File: config.mk
export PLATFORM = sky130hd
export DESIGN_NAME = rms_noise_gate_top
export DESIGN_NICKNAME = d
export VERILOG_FILES = /design/src/sv/rmsng_pkg.sv /design/src/sv/rms_noise_gate_top.sv /design/src/sv/rmsng_cfg.sv /design/src/sv/rmsng_mac.sv /design/src/sv/rmsng_ctrl.sv
export SDC_FILE = /design/constraint.sdc
export NUM_CORES = 2
export LEC_CHECK = 0
export BUFFER_PORTS_ARGS = -buffer_cell sky130_fd_sc_hd__buf_4
export CAP_MARGIN = 20
export CELL_PAD_IN_SITES_DETAIL_PLACEMENT = 0
export CELL_PAD_IN_SITES_GLOBAL_PLACEMENT = 1
export CORE_ASPECT_RATIO = 0.9
export CORE_MARGIN = 1
export CORE_UTILIZATION = 45
export CTS_CLUSTER_SIZE = 12
export DETAILED_ROUTE_END_ITERATION = 10
export PLACE_DENSITY_LB_ADDON = 0.1
export SYNTH_ARGS = -nofsm -noshare
export SYNTH_HDL_FRONTEND = slang
export SYNTH_SLANG_ARGS = --single-unit
export TNS_END_PERCENT = 100
File: constraint.sdc
create_clock -name clk -period 20.8 [get_ports clk]
set_clock_uncertainty 0.05 [all_clocks]
set_input_delay 2.08 -clock clk [delete_from_list [all_inputs] [get_ports clk]]
set_output_delay 2.08 -clock clk [all_outputs]
set_load 0.02 [all_outputs]
File: src/sv/rmsng_pkg.sv
// Package for the RMS noise gate: item types, config register set,
// register indexes and fixed-point constants. No dependencies.
package rmsng_pkg;

  localparam int SampleW = 16;
  localparam int MagW    = 17;
  localparam int CoeffW  = 24;
  localparam int PoleW   = 25;
  localparam int MulBW   = 20;
  localparam int ProdW   = PoleW + MulBW;
  localparam int AccW    = 64;
  localparam int MsW     = 40;
  localparam int SqW     = 39;
  localparam int GainW   = 32;
  localparam int TgtW    = 31;
  localparam int ThrW    = 31;
  localparam int RangeW  = 16;
  localparam int HoldW   = 16;
  localparam int CfgIdxW = 3;
  localparam int CfgDatW = 31;

  localparam logic [PoleW-1:0]  POLE_ONE  = PoleW'(1) << 24;
  localparam logic [AccW-1:0]   POLE_HALF = AccW'(1) << 23;
  localparam logic [AccW-1:0]   OUT_HALF  = AccW'(1) << 29;
  localparam logic [GainW-1:0]  GAIN_ONE  = GainW'(1) << 30;
  localparam logic [TgtW-1:0]   TGT_ONE   = TgtW'(1) << 30;
  localparam logic [RangeW-1:0] RANGE_MAX = RangeW'(32768);

  localparam logic [CfgIdxW-1:0] REG_THRESHOLD = 3'd0;
  localparam logic [CfgIdxW-1:0] REG_RANGE     = 3'd1;
  localparam logic [CfgIdxW-1:0] REG_ATTACK    = 3'd2;
  localparam logic [CfgIdxW-1:0] REG_RELEASE   = 3'd3;
  localparam logic [CfgIdxW-1:0] REG_RMS       = 3'd4;
  localparam logic [CfgIdxW-1:0] REG_HOLD      = 3'd5;

  typedef struct packed {
    logic signed [SampleW-1:0] sample_in;
    logic                      block_end;
  } in_item_t;

  typedef struct packed {
    logic signed [SampleW-1:0] sample_out;
    logic                      block_end_out;
  } out_item_t;

  typedef struct packed {
    logic [ThrW-1:0]   threshold_power;
    logic [RangeW-1:0] range_gain;
    logic [CoeffW-1:0] attack_coeff;
    logic [CoeffW-1:0] release_coeff;
    logic [CoeffW-1:0] rms_coeff;
    logic [HoldW-1:0]  hold_length;
  } cfg_t;

  localparam cfg_t CFG_RESET = '{
    threshold_power: ThrW'(107374),
    range_gain:      RangeW'(3),
    attack_coeff:    CoeffW'(16431300),
    release_coeff:   CoeffW'(16773721),
    rms_coeff:       CoeffW'(16707456),
    hold_length:     HoldW'(2400)
  };

  // One multiply-accumulate request to the shared unit.
  typedef struct packed {
    logic valid;
    logic clear;
    logic shift;
  } mac_op_t;

endpackage

File: src/sv/rms_noise_gate_top.sv
// Noise gate with mean-square detector, hold, attack and release: one
// sample item in, one gated sample item out. All products run through one
// 25x20 multiply-accumulate unit in sequence: one for the squared sample,
// four each for the envelope and gain one-pole filters (40- and 32-bit state
// split at bit 20), two for the output scaling, plus the pipeline drain
// and compare/update steps. The input is stalled while an item is in work;
// a finished result waits in the output register while the next item is
// taken. Config writes should be made only while idle.
// Depends on rmsng_pkg, rmsng_cfg, rmsng_mac, rmsng_ctrl.
module rms_noise_gate_top (
  input  logic                          clk,
  input  logic                          rst,
  input  logic                          audio_valid,
  output logic                          audio_stall,
  input  rmsng_pkg::in_item_t           audio_item,
  output logic                          gated_valid,
  input  logic                          gated_stall,
  output rmsng_pkg::out_item_t          gated_item,
  input  logic                          cfg_valid,
  output logic                          cfg_ready,
  input  logic [rmsng_pkg::CfgIdxW-1:0] cfg_index,
  input  logic [rmsng_pkg::CfgDatW-1:0] cfg_data
);

  rmsng_pkg::cfg_t              regs;
  rmsng_pkg::mac_op_t           mac_op;
  logic [rmsng_pkg::PoleW-1:0]  mac_a;
  logic [rmsng_pkg::MulBW-1:0]  mac_b;
  logic [rmsng_pkg::AccW-1:0]   acc;

  rmsng_cfg u_cfg (
    .clk       (clk),
    .rst       (rst),
    .cfg_valid (cfg_valid),
    .cfg_ready (cfg_ready),
    .cfg_index (cfg_index),
    .cfg_data  (cfg_data),
    .regs      (regs)
  );

  rmsng_mac u_mac (
    .clk (clk),
    .rst (rst),
    .op  (mac_op),
    .a   (mac_a),
    .b   (mac_b),
    .acc (acc)
  );

  rmsng_ctrl u_ctrl (
    .clk         (clk),
    .rst         (rst),
    .regs        (regs),
    .audio_valid (audio_valid),
    .audio_stall (audio_stall),
    .audio_item  (audio_item),
    .gated_valid (gated_valid),
    .gated_stall (gated_stall),
    .gated_item  (gated_item),
    .mac_op      (mac_op),
    .mac_a       (mac_a),
    .mac_b       (mac_b),
    .acc         (acc)
  );

endmodule

File: src/sv/rmsng_cfg.sv
// Configuration register file for the RMS noise gate.
// Depends on rmsng_pkg.
module rmsng_cfg (
  input  logic                          clk,
  input  logic                          rst,
  input  logic                          cfg_valid,
  output logic                          cfg_ready,
  input  logic [rmsng_pkg::CfgIdxW-1:0] cfg_index,
  input  logic [rmsng_pkg::CfgDatW-1:0] cfg_data,
  output rmsng_pkg::cfg_t               regs
);

  assign cfg_ready = 1'b1;

  always_ff @(posedge clk) begin
    if (rst) begin
      regs <= rmsng_pkg::CFG_RESET;
    end else if (cfg_valid && cfg_ready) begin
      unique case (cfg_index)
        rmsng_pkg::REG_THRESHOLD: begin
          regs.threshold_power <= cfg_data[rmsng_pkg::ThrW-1:0];
        end
        rmsng_pkg::REG_RANGE: begin
          regs.range_gain <= cfg_data[rmsng_pkg::RangeW-1:0];
        end
        rmsng_pkg::REG_ATTACK: begin
          regs.attack_coeff <= cfg_data[rmsng_pkg::CoeffW-1:0];
        end
        rmsng_pkg::REG_RELEASE: begin
          regs.release_coeff <= cfg_data[rmsng_pkg::CoeffW-1:0];
        end
        rmsng_pkg::REG_RMS: begin
          regs.rms_coeff <= cfg_data[rmsng_pkg::CoeffW-1:0];
        end
        rmsng_pkg::REG_HOLD: begin
          regs.hold_length <= cfg_data[rmsng_pkg::HoldW-1:0];
        end
        default: begin
        end
      endcase
    end
  end

endmodule

File: src/sv/rmsng_mac.sv
// Shared multiply-accumulate unit: registered 25x20 product, then
// accumulate with optional 20-bit left shift. Depends on rmsng_pkg.
module rmsng_mac (
  input  logic                        clk,
  input  logic                        rst,
  input  rmsng_pkg::mac_op_t          op,
  input  logic [rmsng_pkg::PoleW-1:0] a,
  input  logic [rmsng_pkg::MulBW-1:0] b,
  output logic [rmsng_pkg::AccW-1:0]  acc
);

  rmsng_pkg::mac_op_t               op_q;
  logic [rmsng_pkg::ProdW-1:0]      prod;
  logic [rmsng_pkg::AccW-1:0]       prod_ext;
  logic [rmsng_pkg::AccW-1:0]       acc_next;

  assign prod_ext = op_q.shift ? (rmsng_pkg::AccW'(prod) << rmsng_pkg::MulBW)
                               : rmsng_pkg::AccW'(prod);
  assign acc_next = (op_q.clear ? '0 : acc) + prod_ext;

  always_ff @(posedge clk) begin
    if (rst) begin
      op_q <= '0;
    end else begin
      op_q <= op;
    end
  end

  always_ff @(posedge clk) begin
    prod <= a * b;
    if (op_q.valid) begin
      acc <= acc_next;
    end
  end

endmodule

File: src/sv/rmsng_ctrl.sv
// Sequencer and state for the RMS noise gate: envelope, hold counter,
// gain smoothing and output scaling on the shared MAC. Depends on rmsng_pkg.
module rmsng_ctrl (
  input  logic                        clk,
  input  logic                        rst,
  input  rmsng_pkg::cfg_t             regs,
  input  logic                        audio_valid,
  output logic                        audio_stall,
  input  rmsng_pkg::in_item_t         audio_item,
  output logic                        gated_valid,
  input  logic                        gated_stall,
  output rmsng_pkg::out_item_t        gated_item,
  output rmsng_pkg::mac_op_t          mac_op,
  output logic [rmsng_pkg::PoleW-1:0] mac_a,
  output logic [rmsng_pkg::MulBW-1:0] mac_b,
  input  logic [rmsng_pkg::AccW-1:0]  acc
);

  typedef enum logic [4:0] {
    S_IDLE, S_SQ, S_MS0, S_MS1, S_MS2, S_MS3, S_MSW, S_MSR, S_THR, S_TGT,
    S_G0, S_G1, S_G2, S_G3, S_GW, S_GR, S_O0, S_O1, S_OW, S_OR
  } state_t;

  state_t                               state;
  logic [rmsng_pkg::MsW-1:0]            mean_square;
  logic [rmsng_pkg::GainW-1:0]          gate_gain;
  logic [rmsng_pkg::HoldW-1:0]          hold_count;
  logic [rmsng_pkg::MagW-1:0]           mag;
  logic                                 neg;
  logic                                 blk;
  logic [rmsng_pkg::SqW-1:0]            sq;
  logic [rmsng_pkg::TgtW-1:0]           target;
  logic [rmsng_pkg::CoeffW-1:0]         pole;
  logic                                 gate_open;

  logic [rmsng_pkg::MagW-1:0]           mag_in;
  logic [rmsng_pkg::PoleW-1:0]          rms_inv;
  logic [rmsng_pkg::PoleW-1:0]          pole_inv;
  logic [rmsng_pkg::AccW-1:0]           pole_sum;
  logic [rmsng_pkg::AccW-1:0]           out_sum;
  logic [rmsng_pkg::GainW-1:0]          gain_raw;
  logic [rmsng_pkg::GainW-1:0]          gain_next;
  logic                                 above;
  logic [rmsng_pkg::HoldW-1:0]          hold_next;
  logic [rmsng_pkg::RangeW-1:0]         floor_gain;
  logic [rmsng_pkg::TgtW-1:0]           target_next;
  logic [rmsng_pkg::MagW-1:0]           omag;
  logic [rmsng_pkg::MagW-1:0]           omag_neg;
  logic                                 out_load;

  assign audio_stall = (state != S_IDLE);

  assign mag_in   = audio_item.sample_in[rmsng_pkg::SampleW-1]
                  ? rmsng_pkg::MagW'(0) - {1'b1, audio_item.sample_in}
                  : {1'b0, audio_item.sample_in};
  assign rms_inv  = rmsng_pkg::POLE_ONE - {1'b0, regs.rms_coeff};
  assign pole_inv = rmsng_pkg::POLE_ONE - {1'b0, pole};
  assign pole_sum = acc + rmsng_pkg::POLE_HALF;
  assign out_sum  = acc + rmsng_pkg::OUT_HALF;

  assign gain_raw  = pole_sum[24 +: rmsng_pkg::GainW];
  assign gain_next = (gain_raw > rmsng_pkg::GAIN_ONE) ? rmsng_pkg::GAIN_ONE : gain_raw;

  assign above = mean_square > {1'b0, regs.threshold_power, 8'b0};
  always_comb begin
    priority if (above) begin
      hold_next = regs.hold_length;
    end else if (hold_count != '0) begin
      hold_next = hold_count - rmsng_pkg::HoldW'(1);
    end else begin
      hold_next = hold_count;
    end
  end

  assign floor_gain  = (regs.range_gain > rmsng_pkg::RANGE_MAX) ? rmsng_pkg::RANGE_MAX
                                                                 : regs.range_gain;
  assign target_next = gate_open ? rmsng_pkg::TGT_ONE : {floor_gain, 15'b0};

  // Rounded magnitude, never above the input magnitude.
  assign omag     = (out_sum[63:30] > 34'(mag)) ? mag : out_sum[30 +: rmsng_pkg::MagW];
  assign omag_neg = rmsng_pkg::MagW'(0) - omag;
  assign out_load = (state == S_OR) && (!gated_valid || !gated_stall);

  always_comb begin
    mac_op = '0;
    mac_a  = '0;
    mac_b  = '0;
    unique case (state)
      S_SQ: begin
        mac_op = '{valid: 1'b1, clear: 1'b1, shift: 1'b0};
        mac_a  = rmsng_pkg::PoleW'(mag);
        mac_b  = rmsng_pkg::MulBW'(mag);
      end
      S_MS0: begin
        mac_op = '{valid: 1'b1, clear: 1'b1, shift: 1'b0};
        mac_a  = {1'b0, regs.rms_coeff};
        mac_b  = mean_square[19:0];
      end
      S_MS1: begin
        mac_op = '{valid: 1'b1, clear: 1'b0, shift: 1'b1};
        mac_a  = {1'b0, regs.rms_coeff};
        mac_b  = mean_square[39:20];
      end
      S_MS2: begin
        mac_op = '{valid: 1'b1, clear: 1'b0, shift: 1'b0};
        mac_a  = rms_inv;
        mac_b  = sq[19:0];
      end
      S_MS3: begin
        mac_op = '{valid: 1'b1, clear: 1'b0, shift: 1'b1};
        mac_a  = rms_inv;
        mac_b  = {1'b0, sq[38:20]};
      end
      S_G0: begin
        mac_op = '{valid: 1'b1, clear: 1'b1, shift: 1'b0};
        mac_a  = {1'b0, pole};
        mac_b  = gate_gain[19:0];
      end
      S_G1: begin
        mac_op = '{valid: 1'b1, clear: 1'b0, shift: 1'b1};
        mac_a  = {1'b0, pole};
        mac_b  = {8'b0, gate_gain[31:20]};
      end
      S_G2: begin
        mac_op = '{valid: 1'b1, clear: 1'b0, shift: 1'b0};
        mac_a  = pole_inv;
        mac_b  = target[19:0];
      end
      S_G3: begin
        mac_op = '{valid: 1'b1, clear: 1'b0, shift: 1'b1};
        mac_a  = pole_inv;
        mac_b  = {9'b0, target[30:20]};
      end
      S_O0: begin
        mac_op = '{valid: 1'b1, clear: 1'b1, shift: 1'b0};
        mac_a  = {5'b0, gate_gain[19:0]};
        mac_b  = {3'b0, mag};
      end
      S_O1: begin
        mac_op = '{valid: 1'b1, clear: 1'b0, shift: 1'b1};
        mac_a  = {13'b0, gate_gain[31:20]};
        mac_b  = {3'b0, mag};
      end
      default: begin
      end
    endcase
  end

  always_ff @(posedge clk) begin
    if (rst) begin
      state       <= S_IDLE;
      mean_square <= '0;
      gate_gain   <= '0;
      hold_count  <= '0;
      gated_valid <= 1'b0;
    end else begin
      if (out_load) begin
        gated_valid <= 1'b1;
        gated_item.sample_out    <= neg ? omag_neg[15:0] : omag[15:0];
        gated_item.block_end_out <= blk;
      end else if (!gated_stall) begin
        gated_valid <= 1'b0;
      end
      unique case (state)
        S_IDLE: begin
          if (audio_valid) begin
            mag   <= mag_in;
            neg   <= audio_item.sample_in[rmsng_pkg::SampleW-1];
            blk   <= audio_item.block_end;
            state <= S_SQ;
          end
        end
        S_SQ:  state <= S_MS0;
        S_MS0: state <= S_MS1;
        S_MS1: begin
          sq    <= {acc[30:0], 8'b0};
          state <= S_MS2;
        end
        S_MS2: state <= S_MS3;
        S_MS3: state <= S_MSW;
        S_MSW: state <= S_MSR;
        S_MSR: begin
          mean_square <= pole_sum[24 +: rmsng_pkg::MsW];
          state       <= S_THR;
        end
        S_THR: begin
          hold_count <= hold_next;
          gate_open  <= above || (hold_next != '0);
          state      <= S_TGT;
        end
        S_TGT: begin
          target <= target_next;
          pole   <= ({1'b0, target_next} > gate_gain) ? regs.attack_coeff
                                                      : regs.release_coeff;
          state  <= S_G0;
        end
        S_G0: state <= S_G1;
        S_G1: state <= S_G2;
        S_G2: state <= S_G3;
        S_G3: state <= S_GW;
        S_GW: state <= S_GR;
        S_GR: begin
          gate_gain <= gain_next;
          state     <= S_O0;
        end
        S_O0: state <= S_O1;
        S_O1: state <= S_OW;
        S_OW: state <= S_OR;
        S_OR: begin
          if (out_load) begin
            state <= S_IDLE;
          end
        end
        default: state <= S_IDLE;
      endcase
    end
  end

endmodule

==> summary.md <==
| Metric | Value |
|---|---|
| Leading post-synthesis cells by cell area | `fa_1, dfxtp_1, edfxtp_1` |
| Via count | `~37000` |
| Slew headroom | `between 20% and 30%` |
| Register area | `between 10000 and 15000 µm²` |
| Chip height | `297 µm` |
| DRC viols | `0` |
| Critical Path Fanout Max | `35` |
| Setup TNS | `0 ps` |
| HPWL Detailed | `119000 µm` |
| Top-area cell type share of the netlist area | `18.9%` |
| Die X | `330 µm` |
| Most common cell on crit path | `fa_1` |
| Die area | `98000 µm²` |
| Seq cells post-synth | `449` |
| Hold buffer count at cts | `0` |
| TritonCTS clock tree | `done` |
| CP Capture Type | `register` |
| Mapped Cells | `roughly 5100` |
| Status | `finished clean` |
| Share of layout cells above drive strength 1 | `6.84%` |
| Ports | `76` |
| # fillers | `9317` |
| PostCTS Resize Cnt | `0` |
| Max H-tree Level | `2` |
| Crit-path slowest cell | `dfxtp_1` |
| Iteration-0 DRC Markers | `3510` |
| Final period utilization | `approximately half` |
| Leak | `21.0 nW` |
| Max stage delay on crit path | `700 ps` |
| TritonCTS Buffers | `51` |
| GP Congestion | `approximately 0.94` |
| Total Routing Usage GR | `a little under a third` |
| Clk root buf | `clkbuf_16` |
| Min Clock Period, post-route | `10480 ps` |
| Layout Area Growth over Synthesis | `8.20%` |
| Setup repair after global routing missed its margin | `no` |
| Area leader, netlist | `fa_1` |
| Worst Tran Pin Value | `1050 ps` |
| # port buffers | `74` |
| Worst EP arrival | `10960 ps` |
| Vias/cell | `just under 6` |
| Pwr Density | `102 nW/µm²` |
| Initial core utilization | `between 40% and 50%` |
| Critical path type | `register to register` |
| Post-synth EDFFs | `~170` |
| Netlist cell types | `97` |
| Clock slew at reported path FFs | `60 ps` |
| Fin. max-slew vios | `0` |
| Initial antenna violation count | `4` |
| Antenna Nets Post-Route | `0` |
| Fraction of registers with async set/reset | `0%` |
| Seq/Total Area, Yosys | `24.6%` |
| Worst setup margin | `around 10000 ps` |
| Later-pin clock latency in the skew report | `650 ps` |
| First-pass GRT wire length | `about 230000 µm` |
| Postcts setup bufs | `0` |
| Avg Cell Area, Syn | `8.54 µm²` |
| Multi-input gate area | `around 30000 µm²` |
| Worst VDD drop | `0.0000985 V` |
| Min-delay worst type | `register to register` |
| WL/cell | `24.7 µm` |
| Synthesized Nets | `5854` |
| Max-cap violations | `0` |
| Synth warn | `0` |
| # clock sinks | `449` |
| Fmax achieved | `0.0954 GHz` |
| CP Launch Type | `register` |
| Final WL | `about 160000 µm` |
| 1st-pass router iterations | `9` |
| Remaining global-route overflow | `0` |
| Dpl ws | `roughly 10000 ps` |
| Endpoints failing setup | `0` |
| Synthesized area | `roughly 44000 µm²` |
| Core area | `95200 µm²` |
| Required time worst endpoint | `21280 ps` |
| Nets | `5790` |
| CTS max path bufs | `3` |
| Fin. Hold Viols | `0` |
| Vias in the first global route | `35637` |
| Largest net degree at the start of global routing | `80` |
| FP Rows | `107` |
| Primary FF master, synth | `dfxtp_1` |
-- logic make-up (layout without fill, tap and decap cells) --
family                     after synthesis  count (layout)  share of synthesized area (%)
AOI/OAI and AO/OA                      890             890                           13.6
xor gates and xnor gates               225             225                           4.53
adders and majority gates              700             700                           27.2
buffers and inverters                  875             853                           7.70
DFF                                    449             449                           24.6
muxes                                  112             112                           2.66
other                                    2               6                         0.0173
and+or+nand+nor                       1845            1845                           19.7
-- placed cells by master, fill, tap and decap left out, drive strengths merged, types with 65 or more instances in the layout --
| cell | n |
|---|---|
| clkbuf | 71 |
| nor2b | 108 |
| and2 | 112 |
| fa | 411 |
| nand3 | 157 |
| a211oi | 65 |
| a21o | 71 |
| nor2 | 331 |
| mux2i | 81 |
| nand2 | 805 |
| nor3 | 72 |
| a21oi | 219 |
| ha | 289 |
| xnor2 | 149 |
| dfxtp | 277 |
| inv | 595 |
| xor2 | 76 |
| buf | 167 |
| edfxtp | 172 |
| o21ai | 191 |
-- cell usage after synthesis (20+ instances only) --
library cell,n
and2_1,110
a211o_1,38
a31oi_1,27
nor4_1,29
inv_1,590
o21ai_0,187
edfxtp_1,172
a211oi_1,65
nand2b_1,26
nor3_1,72
mux2_2,31
o31ai_1,21
o211ai_1,33
nor2_1,330
clkbuf_1,251
xor2_1,76
or3_1,30
a22oi_1,47
nand3_1,157
mux2i_1,81
xnor2_1,149
nand2_1,804
a22o_1,20
a21oi_1,219
nor2b_1,108
fa_1,411
dfxtp_1,277
o21a_1,23
nand4_1,58
a21o_1,71
and3_1,37
ha_1,289
-- critical path, delay by kind of cell, from the launching register on --
family                     cells  cell delay [ps]
AOI/OAI and AO/OA              8             2360
and+or+nand+nor                6             1400
DFF                            1              700
adders and majority gates      9             4340
xor gates and xnor gates       1              160
muxes                          1              290
buffers and inverters          7             1070
-- layer usage --
metal  wire length [µm]  track usage, %  vias to the layer above
li1                   -               -                    16963
met1              72300            47.9                    18412
met2              67100            47.1                     1415
met3              12600            5.54                      204
met4               4130            7.97                        2
met5                 19               0                        -
-- sequential cells by signal, indices dropped and copies added (netlist names) --
name and flops:
u_ctrl.state 5, u_cfg.regs 135, u_ctrl.pole 24, u_ctrl.neg 1
u_mac.acc 64, u_mac.prod 45, u_ctrl.blk 1, u_ctrl.target 16
u_ctrl.mag 17, u_ctrl.gated_item 17, u_mac.op_q 3, u_ctrl.gate_open 1
u_ctrl.gate_gain 32, u_ctrl.gated_valid 1, u_ctrl.hold_count 16, u_ctrl.mean_square 40
u_ctrl.sq 31
-- area by class of cell --
class / count / area share, %
flip-flops and latches: 449 / 22.7
repair buffers: 167 / 2.71
clock inverters: 24 / 0.502
well taps: 1253 / 3.33
diodes: 4 / 0.0212
inverters: 591 / 4.71
clock buffers: 71 / 3.08
multi-input cells: 3774 / 62.9
-- path summary, 6_finish.rpt --
kind / startpoint / end / slack, ps / depth (start not counted)
setup / recovery: u_ctrl.state[2] / u_mac.prod[42] / 10320 / 32
hold / removal: u_ctrl.blk / u_ctrl.gated_item[0] / 380 / 0
setup reg to reg: u_ctrl.state[2] / u_mac.prod[42] / 10320 / 32
hold reg to reg: u_ctrl.blk / u_ctrl.gated_item[0] / 380 / 0
-- power breakdown --
part	total, mW	switching [mW]	internal, mW
clock network	0.938	0.411	0.528
registers	1.26	0.175	1.08
logic	2.60	1.66	0.939
total	4.80	2.25	2.55
-- per-stage QoR --
stage / utilization, % / hold WS, ps / cell area (µm²) / instances / power [mW]
after detailed placement: 47.7 / 372 / 45400 / 6233 / 3.82
after CTS: 49.4 / 374 / 47100 / 6328 / 4.78
after global placement: 47.7 / 353 / 45400 / 6232 / 3.83
after global routing: 49.5 / 394 / 47100 / 6329 / 5.12
final: 49.5 / 378 / 47100 / 6333 / 4.80
after floorplan: - / 350 / 43500 / 5098 / 2.97
(Power assumes the default switching activity.)
